### src/rtl/tpq_pkg.sv
`timescale 1ns / 1ps
// Package for the transmit packet queue: command, status and decision codes,
// configuration register indexes, controller state type and control structs.
// No dependencies.
package tpq_pkg;

    localparam int CFG_IDX_W  = 2;
    localparam int CFG_DATA_W = 32;

    localparam logic [CFG_IDX_W-1:0] CFG_QUEUE_LIMIT     = 2'd0;
    localparam logic [CFG_IDX_W-1:0] CFG_TTL_MS          = 2'd1;
    localparam logic [CFG_IDX_W-1:0] CFG_BUSY_TIMEOUT_MS = 2'd2;

    localparam logic [3:0]  QUEUE_LIMIT_RESET  = 4'd8;
    localparam logic [31:0] TTL_RESET          = 32'd0;
    localparam logic [31:0] BUSY_TIMEOUT_RESET = 32'd5000;

    localparam logic [1:0] CMD_PUSH   = 2'd0;
    localparam logic [1:0] CMD_DECIDE = 2'd1;
    localparam logic [1:0] CMD_POP    = 2'd2;
    localparam logic [1:0] CMD_READ   = 2'd3;

    localparam logic [1:0] STATUS_OK         = 2'd0;
    localparam logic [1:0] STATUS_FORMAT_ERR = 2'd1;
    localparam logic [1:0] STATUS_NO_SPACE   = 2'd2;
    localparam logic [1:0] STATUS_EMPTY      = 2'd3;

    localparam logic [1:0] DECISION_SEND = 2'd0;
    localparam logic [1:0] DECISION_WAIT = 2'd1;
    localparam logic [1:0] DECISION_DROP = 2'd2;

    typedef enum logic [2:0] {
        ST_IDLE,
        ST_FETCH,
        ST_EVAL,
        ST_RELOAD,
        ST_RELEN,
        ST_DELIVER
    } tpq_state_t;

    typedef struct packed {
        logic ready;
        logic take_item;
        logic fetch;
        logic evaluate;
        logic capture_len;
        logic deliver;
    } tpq_ctrl_t;

    typedef struct packed {
        logic is_push;
        logic is_last;
        logic pop_nonempty;
        logic out_free;
    } tpq_stat_t;

endpackage

### src/rtl/tpq_ctrl.sv
`timescale 1ns / 1ps
// Controller of the transmit packet queue: sequences fetch, evaluation,
// head reload and delivery of each item. Depends on tpq_pkg.
module tpq_ctrl (
    input  logic              clk,
    input  logic              rst_n,
    input  logic              req_valid,
    input  tpq_pkg::tpq_stat_t stat,
    output tpq_pkg::tpq_ctrl_t ctrl
);

    tpq_pkg::tpq_state_t state_reg;
    tpq_pkg::tpq_state_t state_next;

    always_ff @(posedge clk or negedge rst_n)
    begin
        if (!rst_n)
        begin
            state_reg <= tpq_pkg::ST_IDLE;
        end
        else
        begin
            state_reg <= state_next;
        end
    end

    always_comb
    begin
        state_next = state_reg;
        unique case (state_reg)
            tpq_pkg::ST_IDLE:
            begin
                if (req_valid)
                begin
                    state_next = tpq_pkg::ST_FETCH;
                end
            end
            tpq_pkg::ST_FETCH:
            begin
                if (stat.is_push && !stat.is_last)
                begin
                    state_next = tpq_pkg::ST_IDLE;
                end
                else
                begin
                    state_next = tpq_pkg::ST_EVAL;
                end
            end
            tpq_pkg::ST_EVAL:
            begin
                if (stat.pop_nonempty)
                begin
                    state_next = tpq_pkg::ST_RELOAD;
                end
                else
                begin
                    state_next = tpq_pkg::ST_DELIVER;
                end
            end
            tpq_pkg::ST_RELOAD:
            begin
                state_next = tpq_pkg::ST_RELEN;
            end
            tpq_pkg::ST_RELEN:
            begin
                state_next = tpq_pkg::ST_DELIVER;
            end
            tpq_pkg::ST_DELIVER:
            begin
                if (stat.out_free)
                begin
                    state_next = tpq_pkg::ST_IDLE;
                end
            end
            default:
            begin
                state_next = tpq_pkg::ST_IDLE;
            end
        endcase
    end

    always_comb
    begin
        ctrl = '0;
        unique case (state_reg)
            tpq_pkg::ST_IDLE:
            begin
                ctrl.ready     = 1'b1;
                ctrl.take_item = req_valid;
            end
            tpq_pkg::ST_FETCH:
            begin
                ctrl.fetch = 1'b1;
            end
            tpq_pkg::ST_EVAL:
            begin
                ctrl.evaluate = 1'b1;
            end
            tpq_pkg::ST_RELOAD:
            begin
                ctrl = '0;
            end
            tpq_pkg::ST_RELEN:
            begin
                ctrl.capture_len = 1'b1;
            end
            tpq_pkg::ST_DELIVER:
            begin
                ctrl.deliver = 1'b1;
            end
            default:
            begin
                ctrl = '0;
            end
        endcase
    end

endmodule

### config.mk
export PLATFORM = sky130hd
export DESIGN_NAME = tpq_ctrl
export DESIGN_NICKNAME = d
export VERILOG_FILES = /design/src/rtl/tpq_pkg.sv /design/src/rtl/tpq_ctrl.sv
export SDC_FILE = /design/constraint.sdc
export NUM_CORES = 1
export LEC_CHECK = 0
export ABC_AREA = 1
export BUFFER_PORTS_ARGS = -buffer_cell sky130_fd_sc_hd__buf_2
export CAP_MARGIN = 10
export CORE_AREA = 2 2 39 41
export DETAILED_ROUTE_END_ITERATION = 10
export DIE_AREA = 0 0 41 43
export PLACE_DENSITY = 0.41
export SYNTH_ARGS = -nofsm -noshare
export SYNTH_HDL_FRONTEND = slang
export SYNTH_SLANG_ARGS = --single-unit
### constraint.sdc
create_clock -name clk -period 1.75 [get_ports clk]
set_input_delay 0.175 -clock clk [delete_from_list [all_inputs] [get_ports clk]]
set_output_delay 0.175 -clock clk [all_outputs]
set_load 0.1 [all_outputs]
Word-level counts from Yosys, hierarchy flattened

Index checks and enable logic that the tools add are counted.

Flip-flop bits (word level): 3
Input bits: 7
Output and inout port bits: 6

Equality and inequality tests: 7
Muxes and demuxes: 10
Reductions and logical operators: 4

Operators by type and width:

| kind               | number |
|---|---|
| $pmux 3 s6         | 1 |
| $mux 3             | 3 |
| $eq 3x2->1 const B | 2 |
| $eq 3x3->1 const B | 2 |
| $mux 1             | 4 |
| $mux 2             | 2 |
| $ne 2x2->1 const B | 2 |
| $eq 3x1->1 const B | 1 |
| $logic_not 3->1    | 1 |
| $reduce_and 2->1   | 1 |
| $logic_and 1x1->1  | 1 |
| $logic_not 1->1    | 1 |

Longest topological paths before layout

Gate-level depths: netlist of run 1.

Depth in word-level cells: 4
Mapped depth: 4
Depth with buffers taken out: 4

Worst setup path before layout of run 1

Ideal clock, no wire load.

Kind: register -> output
Start: reg state_reg[0]
End: out ctrl[0] (netlist name)
Arrival: 2.505 ns
Required time: 1.575 ns
Slack: -0.930 ns
Cell stages (with the launch flop): 3
Buffers on the path: 0
Path through: dfrtp_1 inv_1 nor3_1

RTL lines:

| item                   | RTL line       | source |
|---|---|---|
| start, declared        | tpq_ctrl.sv:12 | `tpq_pkg::tpq_state_t state_reg;` |
| start signal, assigned | tpq_ctrl.sv:19 | `state_reg <= tpq_pkg::ST_IDLE;` |
| start signal, assigned | tpq_ctrl.sv:23 | `state_reg <= state_next;` |
| end, declared          | tpq_ctrl.sv:9  | `output tpq_pkg::tpq_ctrl_t ctrl` |

==> impl_metrics.toml, run 1 <==
[final_layout]
drive_gt1_frac = 0.489
ff_latch_area_um2 = 75.1
area_delta_synth_final_pct = 64.6
final_nets = 55
fill_cells = 169
layout_commonest_cell = "buf_2"
antenna-diode-count = 0
final_cell_mix = "12 x buf_2, 8 x inv_1, 4 x nand2_1, 3 x clkbuf_4, 3 x dfrtp_1"
multiInputGateArea_um2 = 103
largest_reg_flops = 3

[clock_tree]
cts.clk_slew.worst_paths_ps = 30
clockBufferDepth = 2
htree_levels = 1
clk_latency_ps = 230
cts_tree = "built"
post-cts-setup-buffer-count = 0
cts.sinks = 3
cts_root_buf = "clkbuf_4"
cts_buffers = 3

[grt]
gr-total-overflow = 0
grt_pass1_vias = 200
grt_max_degree = 6
track_usage = 0.0704
grt_antenna_before_repair = 0
grt_pass1_wl_um = 765

[critical_path]
rrSetupSlack_ps = 750
crit_end = "ctrl[4]"
worstPathArrival_ps = 1430
critPathKind = "register to output pin"
critPathRequiredTime_ps = 1570
endpoint_kind = "output pin"
cp-startpoint = "state_reg[1]$_DFFE_PN0P_"
r2r_end = "state_reg[0]$_DFFE_PN0P_"
r2r_start = "state_reg[1]$_DFFE_PN0P_"
ff2ff_path_depth = 4
crit_fanout = 4
start_kind = "register"

[floorplan]
die_w_um = 41
rows = 14
fp.coreArea_um2 = 1380
pin_count = 13
die_h_um = 43
initial_core_util = 0.146
die_area_um2 = 1760

[routing]
wl_per_cell_um = 7.08
drc = 0
vias_per_cell = 3.63
drt_iter0_drc = 2
vias = 229
wl_um = 446
drtPass1Iterations = 2
ant_nets = 0

[sta]
tightestPinTransition_ps = 487
whs_ps = 215
fin_worst_skew_ps = 0.0969
hold_violations = 0
finalCriticalPeriod_ps = 1600
min_period_over_period = 0.916
maxSlewHeadroom = 0.678
setup_viol_count_final = 0
setup_tns_ps = 0
slew_violations = 0
rsz0062_at_grt = "false"
fmax_mhz = 624

[yosys]
synth.distinct_cells = 14
syn_area_um2 = 201
synth_fp_nets = 37
ys_seq_area_frac = 0.373
avgSynthCellArea_um2 = 6.71
async_flop_share = 1.00
yosysWarnings = 0
synth_edf_count = 0
synth_ff_type = "dfrtp_1"
synth-seq-cells = 3
syn_inst = 30

[run]
maxCapViolCount = 0

[placement]
io_buffers = 12
place_hpwl_um = 403
gp_congestion = 0.687

[run_status]
outcome = "finished, final reports clean"

[hold_path]
hold_class = "input port to register"
## metrics by stage
stage / utilization / worst slack, ps / instances / area [µm²]
global route: 0.240 / 57.0 / 63 / 332
floorplan: - / -102 / 30 / 215
finish: 0.240 / 147 / 63 / 332
global placement: 0.213 / 384 / 58 / 295
CTS: 0.240 / 121 / 63 / 332
detailed placement: 0.213 / 377 / 58 / 295
## critical path, cell delays in order, from the launching register on
cell and delay (ps):
dfrtp_1 430, nor2_1 190, nand2_2 90, nor2_2 70
buf_2 420
## per-layer routing
metal / up-vias / part of all wire / global-route usage
met5: - / 0 / 0
met4: 0 / 0 / 0.0200
met3: 0 / 0.092 / 0.0785
met2: 6 / 0.48 / 0.100
met1: 97 / 0.42 / 0.0647
li1: 126 / - / -
## cell usage after synthesis, types with 2 or more instances
library cell / n / area (µm²)
o21ai_0: 2 / 10.0
nor2_1: 3 / 11.3
inv_1: 8 / 30.0
nand2_1: 4 / 15.0
inv_2: 2 / 7.51
dfrtp_1: 3 / 75.1
## timing repair
| action | 4_1_cts | 5_1_grt |
|---|---|---|
| resized for setup | 0 | 0 |
| hold buffers | 1 | 0 |
| endpoints found under the hold margin | 3 | 0 |
| endpoints found under the setup margin | 0 | 0 |
## cells by family after synthesis
logic type             Yosys count  synth area share
buffers and inverters           10             0.186
AOI/OAI and AO/OA                4             0.118
and+or+nand+nor                 13             0.323
DFF                              3             0.373
## how the worst min path moves through the flow
stage | startpoint | cells past startpoint | slack (ps) | end
6_report | stat[1] | 3 | 220 | state_reg[1]$_DFFE_PN0P_
5_1_grt | stat[1] | 3 | 230 | state_reg[1]$_DFFE_PN0P_
4_1_cts | stat[1] | 3 | 220 | state_reg[1]$_DFFE_PN0P_
3_5_place_dp | rst_n | 1 | -20 | state_reg[0]$_DFFE_PN0P_
3_3_place_gp | rst_n | 1 | -30 | state_reg[2]$_DFFE_PN0P_
2_1_floorplan | rst_n | 0 | -120 | state_reg[0]$_DFFE_PN0P_
## layout make-up
| class | count | area share |
|---|---|---|
| Clock buffer | 4 | 0.0792 |
| Inverter | 10 | 0.113 |
| Sequential cell | 3 | 0.226 |
| Multi-Input combinational cell | 17 | 0.309 |
| Timing Repair Buffer | 13 | 0.211 |
| Tap cell | 16 | 0.0604 |
Power of run 1 is not shown: default switching activity piles up to over one toggle a cycle in this logic, so the estimate is an artifact.
==> inputs of run 2 (changes only) <==
--- a/config.mk
+++ b/config.mk
@@ -5,13 +5,12 @@
 export SDC_FILE = /design/constraint.sdc
 export NUM_CORES = 1
 export LEC_CHECK = 0
-export ABC_AREA = 1
 export BUFFER_PORTS_ARGS = -buffer_cell sky130_fd_sc_hd__buf_2
 export CAP_MARGIN = 10
 export CORE_AREA = 2 2 39 41
 export DETAILED_ROUTE_END_ITERATION = 10
 export DIE_AREA = 0 0 41 43
-export PLACE_DENSITY = 0.41
+export PLACE_DENSITY = 0.44
 export SYNTH_ARGS = -nofsm -noshare
 export SYNTH_HDL_FRONTEND = slang
 export SYNTH_SLANG_ARGS = --single-unit
==> run 2 against run 1 <==
Compared with the run above: clock-buffer cell count did not move; die area is the same; sequential share of layout area down 1.4 points; clock skew rose by 2.4 ps; global-route usage is 0.21 points lower; synthesized area grew 17%; core utilization increased by 1.6 points; routed wire length is 11% higher; flip-flop and latch count unchanged; critical path depth shrank 2; maximum frequency is 2.7% lower; design area increased by 6.8%; highest routed layer unchanged.
==> impl_metrics.toml, run 2 <==
[routing]
wl_um = 493
drtPass1Iterations = 2
vias = 215
drt_iter0_drc = 1
vias_per_cell = 3.98
drc = 0
ant_nets = 0
wl_per_cell_um = 9.13

[run]
maxCapViolCount = 0

[sta]
min_period_over_period = 0.941
maxSlewHeadroom = 0.676
hold_violations = 0
slew_violations = 0
tightestPinTransition_ps = 489
setup_tns_ps = 0
finalCriticalPeriod_ps = 1650
whs_ps = 239
setup_viol_count_final = 0
timing.final.ws_setup_ps = 103
rsz0062_at_grt = "false"
fmax_mhz = 607
fin_worst_skew_ps = 2.53

[critical_path]
worstPathCellList = "nor3b_2 -> buf_2"
crit_fanout = 9
critPathKind = "register to output pin"
critPathRequiredTime_ps = 1570
start_kind = "register"
cpPeakStageDelay_ps = 580
cp_slowest_cell = "dfrtp_1"
endpoint_kind = "output pin"
worstPathArrival_ps = 1470

[floorplan]
pin_count = 13
rows = 14
fp.coreArea_um2 = 1380
die_area_um2 = 1760
die_h_um = 43
initial_core_util = 0.170
die_w_um = 41

[final_layout]
multiInputGateArea_um2 = 148
layout_commonest_cell = "buf_2"
final_nets = 46
ff_latch_area_um2 = 75.1
fill_cells = 149
drive_gt1_frac = 0.553
postLayoutCoreUtil = 0.256
antenna-diode-count = 0
area_delta_synth_final_pct = 50.5
largest_reg_flops = 3

[yosys]
synth_edf_count = 0
async_flop_share = 1.00
yosysWarnings = 0
avgSynthCellArea_um2 = 9.80
syn_area_um2 = 235
synth_top_area_frac = 0.319
synth_fp_nets = 31
synth_ff_type = "dfrtp_1"
post-synth-top-area-cell = "dfrtp_1"
synth.distinct_cells = 15
synth.area.top_cells = "dfrtp_1 32%, buf_6 9.6%, nor3b_1 9.6%, nand2b_1 8.0%, nor3_4 6.9%"
syn_inst = 24
ys_top_cells_by_count = "3 x dfrtp_1, 3 x nand2_1, 3 x nand2b_1, 3 x nor3b_1, 2 x buf_6"
synth-seq-cells = 3
ys_seq_area_frac = 0.319

[run_status]
outcome = "finished, final reports clean"

[grt]
grt_antenna_before_repair = 0
grt_pass1_vias = 173
track_usage = 0.0683
gr-total-overflow = 0
grt_pass1_wl_um = 765
grt_max_degree = 12

[clock_tree]
ctsResizeCount = 0
cts_tree = "built"
cts.clk_slew.worst_paths_ps = 30
cts.sinks = 3
clk_latency_ps = 230
cts_buffers = 3
cts_root_buf = "clkbuf_4"
clockBufferDepth = 2
htree_levels = 1

[hold_path]
hold_class = "input port to register"

[placement]
gp_congestion = 0.646
io_buffers = 12
dp_slack_ps = 336
-- run 2: cell types whose count changed in the layout (fill, tap and decap cells not counted), moves of 2 or more --
cell      before  now
nor2_1         2    0
inv_1          8    0
inv_2          2    0
nor2_2         2    0
o21ai_0        2    0
nand2b_1       0    3
nor3b_2        0    3
-- run 2: worst paths after layout --
kind / to / slack, ps / cells past startpoint / startpoint
max in group asynchronous: state_reg[2]$_DFFE_PN0P_ / 1380 / 2 / rst_n
min reg2reg: state_reg[1]$_DFFE_PN0P_ / 680 / 1 / state_reg[2]$_DFFE_PN0P_
min in group asynchronous: state_reg[1]$_DFFE_PN0P_ / 260 / 2 / rst_n
max: ctrl[3] / 100 / 2 / state_reg[0]$_DFFE_PN0P_
max reg2reg: state_reg[0]$_DFFE_PN0P_ / 740 / 2 / state_reg[2]$_DFFE_PN0P_
min: state_reg[0]$_DFFE_PN0P_ / 240 / 3 / stat[0]
-- run 2: final cells by class --
| cell class | count | area share |
|---|---|---|
| tap | 16 | 0.0565 |
| multi-input combinational | 18 | 0.417 |
| timing repair buffer | 13 | 0.240 |
| sequential | 3 | 0.212 |
| clock buffer | 4 | 0.0742 |
-- run 2: kinds of logic after synthesis --
kind of cell           after synthesis  share of synthesized area
AO/OA/AOI/OAI                        3                     0.0851
buffers and inverters                3                      0.128
flip-flops                           3                      0.319
AND/OR/NAND/NOR                     15                      0.468
-- run 2: metal layers --
metal  up-vias  track usage  wire length (µm)
met5         -            0                 0
met4         0       0.0400                 0
met3         0       0.0576                77
met2        14       0.0656               165
met1        90       0.0965               251
li1        111            -                 -
-- run 2: critical path: cells and delay by family (launching register included) --
kind | cells | cell delay [ps]
flip-flops | 1 | 580
AND/OR/NAND/NOR | 1 | 220
buffers and inverters | 1 | 440
-- run 2: stage by stage --
stage	instance area [µm²]	cells
6_report	354	54
5_1_grt	354	54
4_1_cts	354	54
3_5_place_dp	318	49
3_3_place_gp	318	49
2_1_floorplan	253	24
-- run 2: repair_timing --
| action | CTS | global route |
|---|---|---|
| hold buffers | 1 | 0 |
| hold endpoints to repair | 3 | 0 |
| setup buffers | 0 | 0 |
Power of run 2 is left out for the same reason.
